`src/rtl/pulse_frequency_presence_detector_defines.svh`:
```
// Assertion macros for the pulse frequency presence detector.
// Included by the RTL files that carry concurrent assertions; no other dependencies.
`ifndef PULSE_FREQUENCY_PRESENCE_DETECTOR_DEFINES_SVH
`define PULSE_FREQUENCY_PRESENCE_DETECTOR_DEFINES_SVH

`ifndef SYNTH
`define PFPD_ASSERT_IMP(lbl, clk, rst_n, ante, cons, msg) \
	lbl: assert property (@(posedge clk) disable iff (!rst_n) (ante) |-> (cons)) \
		else $error(msg);
`define PFPD_ASSERT_NXT(lbl, clk, rst_n, ante, cons, msg) \
	lbl: assert property (@(posedge clk) disable iff (!rst_n) (ante) |=> (cons)) \
		else $error(msg);
`else
`define PFPD_ASSERT_IMP(lbl, clk, rst_n, ante, cons, msg)
`define PFPD_ASSERT_NXT(lbl, clk, rst_n, ante, cons, msg)
`endif

`endif

```
`src/rtl/pfpd_pkg.sv`:
```
// Package of the pulse frequency presence detector: constants, codes and the
// command and status structs shared by controller and datapath. No dependencies.
package pfpd_pkg;

	localparam int unsigned MEASUREMENTS_DEF = 10;
	localparam int unsigned COUNT_BITS_DEF   = 16;

	localparam int unsigned SUM_W  = 28;
	localparam int unsigned FREQ_W = 24;
	localparam int unsigned CFG_IDX_W = 3;
	localparam int unsigned CFG_DATA_W = 16;

	localparam logic [FREQ_W-1:0] FREQ_MAX = 24'hFFFFFF;

	localparam logic [CFG_IDX_W-1:0] REG_TIMEOUT  = 3'd0;
	localparam logic [CFG_IDX_W-1:0] REG_TPS      = 3'd1;
	localparam logic [CFG_IDX_W-1:0] REG_CENTER_A = 3'd2;
	localparam logic [CFG_IDX_W-1:0] REG_CENTER_B = 3'd3;
	localparam logic [CFG_IDX_W-1:0] REG_TOL      = 3'd4;

	localparam logic [15:0] TIMEOUT_RST  = 16'd1000;
	localparam logic [15:0] TPS_RST      = 16'd1000;
	localparam logic [15:0] CENTER_A_RST = 16'd100;
	localparam logic [15:0] CENTER_B_RST = 16'd200;
	localparam logic [7:0]  TOL_RST      = 8'd5;

	localparam logic [1:0] PH_IDLE  = 2'd0;
	localparam logic [1:0] PH_WAIT0 = 2'd1;
	localparam logic [1:0] PH_WAIT1 = 2'd2;
	localparam logic [1:0] PH_WAIT2 = 2'd3;

	typedef struct packed {
		logic capture;
		logic eval;
		logic div_start;
		logic div_mean;
		logic fin;
		logic mean;
		logic load_out;
	} pfpd_cmd_t;

	typedef struct packed {
		logic fin_need;
		logic fin_div;
		logic run_end;
		logic div_done;
	} pfpd_status_t;

endpackage

```
`src/rtl/pfpd_ctrl.sv`:
```
// Controller of the pulse frequency presence detector: sequences one sample
// through evaluation, division, closing, mean and result hand-off.
// Depends on pfpd_pkg and pulse_frequency_presence_detector_defines.svh.
`include "pulse_frequency_presence_detector_defines.svh"

module pfpd_ctrl (
	input  logic                   clk,
	input  logic                   arst_n,
	input  logic                   in_valid,
	output logic                   in_ready,
	output logic                   out_valid,
	input  logic                   out_ready,
	input  pfpd_pkg::pfpd_status_t status,
	output pfpd_pkg::pfpd_cmd_t    cmd
);
	import pfpd_pkg::*;

	localparam logic [2:0] S_IDLE  = 3'd0;
	localparam logic [2:0] S_EVAL  = 3'd1;
	localparam logic [2:0] S_ROUTE = 3'd2;
	localparam logic [2:0] S_FDIV  = 3'd3;
	localparam logic [2:0] S_FIN   = 3'd4;
	localparam logic [2:0] S_MDIV  = 3'd5;
	localparam logic [2:0] S_MEAN  = 3'd6;
	localparam logic [2:0] S_PUSH  = 3'd7;

	logic [2:0] state_q;
	logic [2:0] state_d;
	logic       out_valid_q;

	assign in_ready  = state_q == S_IDLE;
	assign out_valid = out_valid_q;

	always_comb begin
		cmd      = '0;
		state_d  = state_q;
		case (state_q)
			S_IDLE: begin
				if (in_valid) begin
					cmd.capture = 1'b1;
					state_d     = S_EVAL;
				end
			end
			S_EVAL: begin
				cmd.eval = 1'b1;
				state_d  = S_ROUTE;
			end
			S_ROUTE: begin
				if (!status.fin_need) begin
					state_d = S_PUSH;
				end else if (status.fin_div) begin
					cmd.div_start = 1'b1;
					state_d       = S_FDIV;
				end else begin
					state_d = S_FIN;
				end
			end
			S_FDIV: begin
				if (status.div_done) begin
					state_d = S_FIN;
				end
			end
			S_FIN: begin
				cmd.fin = 1'b1;
				if (status.run_end) begin
					state_d = S_MDIV;
				end else begin
					state_d = S_PUSH;
				end
			end
			S_MDIV: begin
				cmd.div_mean = 1'b1;
				state_d      = S_MEAN;
			end
			S_MEAN: begin
				cmd.mean = 1'b1;
				state_d  = S_PUSH;
			end
			S_PUSH: begin
				if (!out_valid_q || out_ready) begin
					cmd.load_out = 1'b1;
					state_d      = S_IDLE;
				end
			end
			default: state_d = S_IDLE;
		endcase
	end

	always_ff @(posedge clk or negedge arst_n) begin
		if (!arst_n) begin
			state_q     <= S_IDLE;
			out_valid_q <= 1'b0;
		end else begin
			state_q <= state_d;
			if (cmd.load_out) begin
				out_valid_q <= 1'b1;
			end else if (out_ready) begin
				out_valid_q <= 1'b0;
			end
		end
	end

	`PFPD_ASSERT_NXT(a_accept_evals, clk, arst_n, in_valid && in_ready, state_q == S_EVAL, "accepted transaction not evaluated")
	`PFPD_ASSERT_NXT(a_div_start_waits, clk, arst_n, cmd.div_start, state_q == S_FDIV, "divider started outside the division state")
	`PFPD_ASSERT_IMP(a_div_done_state, clk, arst_n, status.div_done, state_q == S_FDIV, "divider result arrived unexpectedly")
	`PFPD_ASSERT_NXT(a_load_sets_valid, clk, arst_n, cmd.load_out, out_valid_q, "loaded result not offered")

endmodule

```
`config.mk`:
```
export PLATFORM = sky130hd
export DESIGN_NAME = pfpd_ctrl
export DESIGN_NICKNAME = d
export VERILOG_FILES = /design/src/rtl/pfpd_pkg.sv /design/src/rtl/pfpd_ctrl.sv
export VERILOG_INCLUDE_DIRS = /design/src /design/src/rtl
export SDC_FILE = /design/constraint.sdc
export NUM_CORES = 1
export LEC_CHECK = 0
export BUFFER_PORTS_ARGS = -buffer_cell sky130_fd_sc_hd__buf_2
export CAP_MARGIN = 15
export CORE_AREA = 2 2 39 41
export CTS_CLUSTER_DIAMETER = 60
export DETAILED_ROUTE_END_ITERATION = 10
export DIE_AREA = 0 0 41 43
export HOLD_SLACK_MARGIN = 0.08
export MAX_ROUTING_LAYER = met4
export RECOVER_POWER = 50
export REMOVE_ABC_BUFFERS = 1
export SYNTH_ARGS = -nofsm -noshare
export SYNTH_HDL_FRONTEND = slang
export SYNTH_SLANG_ARGS = --single-unit
```
`constraint.sdc`:
```
create_clock -name clk -period 1.07 [get_ports clk]
set_input_delay 0.0535 -clock clk [delete_from_list [all_inputs] [get_ports clk]]
set_output_delay 0.0535 -clock clk [all_outputs]
set_load 0.1 [all_outputs]
```
# == Word level (Yosys, flattened, before mapping) ==
# Cells that the tools add are included.
# op_classes
n_div,0
mux,20
eq_ne,10
mul,0
bitwise,0
shifts,0
order_cmp,0
reduce_logical,5
addsub,0
# op_table
operator,n
$pmux W3 S8,1
$mux W3,5
$mux W1,13
$eq A3 B3 Y1 const B,4
$eq A3 B2 Y1 const B,2
$ne A2 B2 Y1 const B,3
$eq A3 B1 Y1 const B,1
$logic_not A3 Y1,1
$reduce_and A3 Y1,1
$mux W2,1
$reduce_bool A2 Y1,1
$logic_not A1 Y1,1
$logic_or A1 B1 Y1,1
# totals
output_inout_bits,9
inputBits,8
ff_bits,4
latchBits,0
mem_bits_rw,0
rom_bits,0
n_memories,0
word_cells,37

# == Depth between registers and ports, before layout ==
# Gate-level depths: netlist of the first run.
# depth
word_depth,5
mapped_depth,4
depth_no_buf,3

# == Worst setup path before layout of the first run ==
# No wires, ideal clock.
# synth_path
kind,flip-flop to output port
startpoint,reg state_q[2]
endpoint,out cmd[6] (netlist bit)
setup_slack_ps,-2581
required_ps,1016
t_arrival_ps,3597
path_stages_with_launch,4
path_buffers,1
path_cell_list,dfrtp_1 buf_2 nor3_1 and2_1
# synth_rtl
element,line_no,rtl
from (decl),pfpd_ctrl.sv:27,logic [2:0] state_q;
from (signal assigned),pfpd_ctrl.sv:94,state_q <= state_d;
to (decl),pfpd_ctrl.sv:14,output pfpd_pkg::pfpd_cmd_t cmd

==> reports/qor_table.md, run 1 <==
| Quantity | This run |
|---|---|
| Result of the run | complete, but fails checks |
| Failing checks | negative setup slack |
| CTS Buf Count | 3 |
| Aggregate global-route resource usage | 17.4% |
| Clock Skew | 0.000238 ns |
| Unrepaired setup endpoints after global routing | true |
| Final critical path time including I/O delays and setup | 1.37 ns |
| Count of nets after finishing | 79 |
| Flop and latch count out of synthesis | 4 |
| Setup-failing EPs final | 10 |
| Cell chosen for the clock root | sky130_fd_sc_hd__clkbuf_4 |
| Max-cap violations | 0 |
| Required time worst endpoint | 1.02 ns |
| Effective utilization at floorplan | 20.3% |
| Count of antenna diodes in the layout | 0 |
| Half-perimeter wire length after detailed placement | 710 um |
| Cell count after placement | 74 |
| Top-level port count | 17 |
| Routed length per placed instance | 14.4 um |
| Mux contribution to synthesized area | 0% |
| Maximum fanout encountered on the critical timing path | 6 |
| Commonest cells after routing, fill and taps aside | sky130_fd_sc_hd__buf_4, sky130_fd_sc_hd__buf_12, sky130_fd_sc_hd__buf_2 |
| Via total after detailed routing | 401 |
| Antenna viol nets, final | 0 |
| Final Slew Violations | 0 |
| Bufs on Longest Clock Path | 2 |
| Worst-path clk slew | 0.04 ns |
| Xor/xnor share of the synthesized area | 0% |
| Post-Synthesis Cells | 34 |
| Post-Synth Simple-Gate Area | 36.6% |
| Share of final-layout standard cells stronger than drive strength 1 | 66.7% |
| Share of synthesized flip-flops with an asynchronous set or reset | 100% |
| Die area | 0.00176 mm^2 |
| Area fraction in compound gates after synthesis | 18.3% |
| PnR worst setup slack | -0.296 ns |
| F_max | 732 MHz |
| Data arrival, critical path | 1.31 ns |
| Critical Path Start Type | flip-flop |
| Via count normalized by instance count | 4.72 |
| Dominant combinational cell family by area after synthesis | simple AND/OR/NAND/NOR gates |
| Number of flops mapped to enable cells by yosys | 0 |
| Post-route insts no fill | 85 |
| Ys flop type | sky130_fd_sc_hd__dfrtp_1 |
| Least-Margin Pin Slew | 0.264 ns |
| Sequential fraction of the synthesis area | 35.7% |
| Kind of critical path | flip-flop to output pin |
| Path category of the worst min-delay check | input pin to asynchronous set/reset pin |
| Clock tree sinks | 4 |
| Final weighted congestion in routability-driven placement | 0.818 |
| Post-synthesis average cell area | 8.24 um^2 |
| Area of the placeable core | 0.00138 mm^2 |
| Warning count from the yosys run | 0 |
| Worst R2R Setup Slack | -0.22 ns |
| Worst slew slack as a fraction of its limit | 82.2% |
| Number of cells traversed by the worst register-to-register path | 3 |
| Final hold viol count | 0 |
| Most common library cell in the layout ignoring fill and taps | sky130_fd_sc_hd__buf_4 |
| Adder and majority cell fraction of the synthesized area | 0% |
| Crit share post-route | 128% |
| Port bufs | 16 |
| Netlist Area Pre-Place | 280 um^2 |
| H-tree Lvls | 1 |
| Worst-case hold slack | 0.175 ns |
| Floorplan die height | 43 um |
| Number of global-route vias before repair | 452 |
| Iter 0 DRT Violations | 13 |
| Number of distinct library cells after synthesis | 19 |
| Total gr overflow | 0 |
| Number of detailed-routing iterations run before antenna repair | 4 |
| Total routed wirelength | 1230 um |
| Clock Latency Late Sink | 0.24 ns |
| CTS tree | yes |
| Number of placement rows | 14 |
| Number of DRC violations after detailed routing | 0 |
| Endpoint of the most critical register-to-register path | state_q[0]$_DFFE_PN0P_ |
| Pin count of the biggest net entering global routing | 7 |
| Horizontal die dimension | 41 um |
| Synth-to-layout area growth | 157% |
| Crit. End Element | output pin |
| Number of antenna violations at the first check in global routing | 0 |
| Beginning of the worst register-to-register path | state_q[0]$_DFFE_PN0P_ |
| First-pass GRT wire length | 1960 um |
[cells by family (layout without fill, tap and decap cells)]
logic type,Yosys count,count (layout)
simple gates,16,16
compound gates,8,8
buf+inv,6,41
flops,4,4
[worst max-delay path by stage]
stage	from	endpoint	slack, ns
2_1_floorplan	state_q[2]$_DFFE_PN0P_	cmd[6]	-2.54
5_1_grt	state_q[0]$_DFFE_PN0P_	cmd[6]	-0.33
3_5_place_dp	state_q[2]$_DFFE_PN0P_	state_q[0]$_DFFE_PN0P_	-0.16
4_1_cts	state_q[0]$_DFFE_PN0P_	cmd[6]	-0.29
6_report	state_q[0]$_DFFE_PN0P_	cmd[6]	-0.30
3_3_place_gp	state_q[2]$_DFFE_PN0P_	state_q[0]$_DFFE_PN0P_	-0.13
[per-stage QoR]
step / setup TNS (ns) / setup slack, ns / instance area (um^2) / utilization [%]
CTS: -2.35 / -0.289 / 706 / 51.0
floorplan: -14.41 / -2.54 / 265 / -
global route: -2.87 / -0.335 / 721 / 52.1
finish: -2.49 / -0.296 / 721 / 52.1
detailed placement: -0.730 / -0.162 / 583 / 42.1
global placement: -0.617 / -0.129 / 583 / 42.1
[state kept, by name, summed over array words and instances, names as in the netlist]
signal	flops
out_valid	1
state_q	3
[routing by layer]
metal / GRT usage (%) / part of all wire (%) / vias up
met5: - / 0 / -
met4: 12.7 / 2.7 / 0
met3: 2.09 / 6.5 / 4
met2: 27.5 / 54 / 29
met1: 18.7 / 37 / 177
li1: - / - / 191
[area by class of cell]
class / instances / area, um^2
clock buffer: 3 / 22.5
fill: 122 / 663
inverter: 3 / 11.3
multi-input combinational: 24 / 195
sequential: 4 / 101
tap: 16 / 20.0
timing repair buffer: 35 / 370
[synth_stat cells (all sizes together), types with 2 or more instances]
master	instances	area [um^2]
a21oi	2	10.0
and3b	2	17.5
buf	3	15.0
dfrtp	4	100
inv	3	11.3
nand3b	2	15.0
nor2	3	11.3
nor3b	3	22.5
o21ai	3	15.0
[worst max-delay path, cell delays in order, from the launching register on]
cell	delay [ns]
sky130_fd_sc_hd__dfrtp_1	0.40
sky130_fd_sc_hd__buf_6	0.15
sky130_fd_sc_hd__nor3_4	0.17
sky130_fd_sc_hd__and2_4	0.18
sky130_fd_sc_hd__buf_12	0.17
[timing repair]
item,CTS,global route
hold endpoints to repair,5,0
gates cloned,1,0
hold buffers,2,0
pin swaps,5,2
gates resized for setup,12,2
endpoints found under the setup margin,11,11
setup buffers,4,1
Power of run 1 is not shown: default switching activity piles up to over one toggle a cycle in this logic, so the estimate is an artifact.
==> inputs of run 2 (changes only) <==
- BUFFER_PORTS_ARGS: -buffer_cell sky130_fd_sc_hd__buf_2 -> -buffer_cell sky130_fd_sc_hd__clkbuf_2
==> run 2 against run 1 <==
Compared with the run above: the flow still finishes with violations (negative setup slack); routed wire length down 8.9%; clock-buffer cell count did not move; critical path depth unchanged; first-iteration DRC count down 38%; worst setup slack worse by 0.017 ns; final area grew 5.9%; via count shrank 2.0%; hold slack got worse by 0.070 ns; clock skew is 0.0079 ns higher; die area unchanged; fmax fell by 1.2%; critical endpoint unchanged.
==> reports/qor_table.md, run 2 (same netlist as run 1, synthesis figures left out) <==
| Quantity | This run | Delta |
|---|---|---|
| Clock Latency Late Sink | 0.24 ns | about the same |
| H-tree Lvls | 1 | unchanged |
| Maximum fanout encountered on the critical timing path | 6 | unchanged |
| Bufs on Longest Clock Path | 2 | unchanged |
| Least-Margin Pin Slew | 0.238 ns | was 0.264 ns |
| Cell family contributing the most delay on the critical path | flip-flops | unchanged |
| Largest incremental delay on the critical path | 0.41 ns | was 0.40 ns |
| CTS Buf Count | 3 | unchanged |
| Share of final-layout standard cells stronger than drive strength 1 | 71.0% | was 66.7% |
| Kind of critical path | flip-flop to output pin | unchanged |
| Setup-failing EPs final | 11 | was 10 |
| Floorplan die height | 43 um | unchanged |
| Crit share post-route | 129% | was 128% |
| Final hold viol count | 0 | unchanged |
| Unrepaired setup endpoints after global routing | true | unchanged |
| Horizontal die dimension | 41 um | unchanged |
| Count of buffer and inverter cells on the critical path | 2 | unchanged |
| Number of flip-flops in the largest register | 3 | unchanged |
| Via count normalized by instance count | 4.62 | was 4.72 |
| Die area | 0.00176 mm^2 | unchanged |
| Number of DRC violations after detailed routing | 0 | unchanged |
| Iter 0 DRT Violations | 8 | was 13 |
| Max-cap violations | 0 | unchanged |
| Area of the placeable core | 0.00138 mm^2 | unchanged |
| Final critical path time including I/O delays and setup | 1.38 ns | was 1.37 ns |
| Total routed wirelength | 1120 um | was 1230 um |
| First-pass GRT wire length | 1660 um | was 1960 um |
| Critical Path Start Type | flip-flop | unchanged |
| Number of placement rows | 14 | unchanged |
| # fillers | 113 | was 122 |
| Number of detailed-routing iterations run before antenna repair | 4 | unchanged |
| F_max | 723 MHz | was 732 MHz |
| Half-perimeter wire length after detailed placement | 701 um | was 710 um |
| Cells along the critical path | buf_6 -> nor3_4 -> and2_4 -> buf_12 | unchanged |
| Clock Skew | 0.00815 ns | was 0.000238 ns |
| Data arrival, critical path | 1.33 ns | was 1.31 ns |
| Required time worst endpoint | 1.02 ns | about the same |
| Synth-to-layout area growth | 172% | was 157% |
| Failing checks | negative setup slack | unchanged |
| Worst slew slack as a fraction of its limit | 84.1% | was 82.2% |
| Crit. End Element | output pin | unchanged |
| PnR worst setup slack | -0.312 ns | was -0.296 ns |
| Result of the run | complete, but fails checks | unchanged |
| CTS tree | yes | unchanged |
| Aggregate global-route resource usage | 15.1% | was 17.4% |
| Total gr overflow | 0 | unchanged |
| Cell chosen for the clock root | sky130_fd_sc_hd__clkbuf_4 | unchanged |
| Count of antenna diodes in the layout | 0 | unchanged |
| Final Slew Violations | 0 | unchanged |
| Count of nets after finishing | 79 | unchanged |
| Commonest cells after routing, fill and taps aside | sky130_fd_sc_hd__buf_4, sky130_fd_sc_hd__buf_12, sky130_fd_sc_hd__buf_6, sky130_fd_sc_hd__clkbuf_2 | was sky130_fd_sc_hd__buf_4, sky130_fd_sc_hd__buf_12, sky130_fd_sc_hd__buf_2 |
| Top-level port count | 17 | unchanged |
| Path category of the worst min-delay check | input pin to flip-flop | was input pin to asynchronous set/reset pin |
| Routed length per placed instance | 13.2 um | was 14.4 um |
| Antenna viol nets, final | 0 | unchanged |
| Pin count of the biggest net entering global routing | 8 | was 7 |
| Worst-path clk slew | 0.04 ns | about the same |
| Final cell utilization of the core | 55.2% | was 52.1% |
| Register with the most flip-flops | state_q | unchanged |
| Port bufs | 16 | unchanged |
| Master of the slowest instance on the critical path | sky130_fd_sc_hd__dfrtp_1 | unchanged |
| Effective utilization at floorplan | 20.3% | unchanged |
| Final weighted congestion in routability-driven placement | 0.820 | was 0.818 |
| Most common library cell in the layout ignoring fill and taps | sky130_fd_sc_hd__buf_4 | unchanged |
| Via total after detailed routing | 393 | was 401 |
| Clock tree sinks | 4 | unchanged |
| Number of antenna violations at the first check in global routing | 0 | unchanged |
| Number of global-route vias before repair | 391 | was 452 |
run 2: cell types whose count changed in the layout (fill, tap and decap cells not counted), sizes merged:
| cell | delta |
|---|---|
| buf | -6 |
| clkbuf | +6 |
run 2: tightest hold or removal path, cell delays in order:
cell,delay (ns)
sky130_fd_sc_hd__clkbuf_2,0.10
sky130_fd_sc_hd__nor2_1,0.08
sky130_fd_sc_hd__o31ai_1,0.06
run 2: final cells by class:
class | instances | area, um^2 | share of cell area, %
clock buffer | 3 | 22.5 | 2.95
sequential | 4 | 101 | 13.3
inverter | 3 | 11.3 | 1.48
timing repair buffer | 35 | 384 | 50.3
multi-input combinational | 24 | 224 | 29.3
tap | 16 | 20.0 | 2.62
run 2: timing repair:
item,4_1_cts,5_1_grt
setup endpoints to repair,10,11
gates cloned,1,0
resized for setup,13,11
hold buffers,2,0
pin swaps,6,5
hold endpoints to repair,5,0
buffers inserted,2,4
run 2: per-layer routing:
layer  vias to the layer above  global-route usage [%]  wire length (um)
li1                        190                       -                 -
met1                       188                    18.8               484
met2                        15                    18.4               586
met3                         0                    4.19                47
met4                         0                    14.0                 0
met5                         -                       -                 0
run 2: worst paths after layout:
kind / from / end / slack [ns] / cells past startpoint
setup / recovery: state_q[0]$_DFFE_PN0P_ / cmd[6] / -0.31 / 4
hold / removal: in_valid / state_q[0]$_DFFE_PN0P_ / 0.11 / 3
setup reg to reg: state_q[0]$_DFFE_PN0P_ / state_q[0]$_DFFE_PN0P_ / -0.17 / 3
hold reg to reg: out_valid$_DFFE_PN0P_ / out_valid$_DFFE_PN0P_ / 0.63 / 2
max in group asynchronous: arst_n / state_q[1]$_DFFE_PN0P_ / 0.67 / 2
min in group asynchronous: arst_n / out_valid$_DFFE_PN0P_ / 0.17 / 2
run 2: through the flow:
step / instances / worst slack, ns / cell area, um^2 / hold slack [ns] / setup TNS, ns
2_1_floorplan: 31 / -2.54 / 265 / -0.242 / -14.41
4_1_cts: 82 / -0.290 / 696 / 0.0995 / -2.32
5_1_grt: 85 / -0.362 / 763 / 0.136 / -3.16
3_5_place_dp: 74 / -0.158 / 583 / -0.130 / -0.732
3_3_place_gp: 74 / -0.129 / 583 / -0.135 / -0.610
6_report: 85 / -0.312 / 763 / 0.105 / -2.66
Power of run 2 is left out for the same reason.
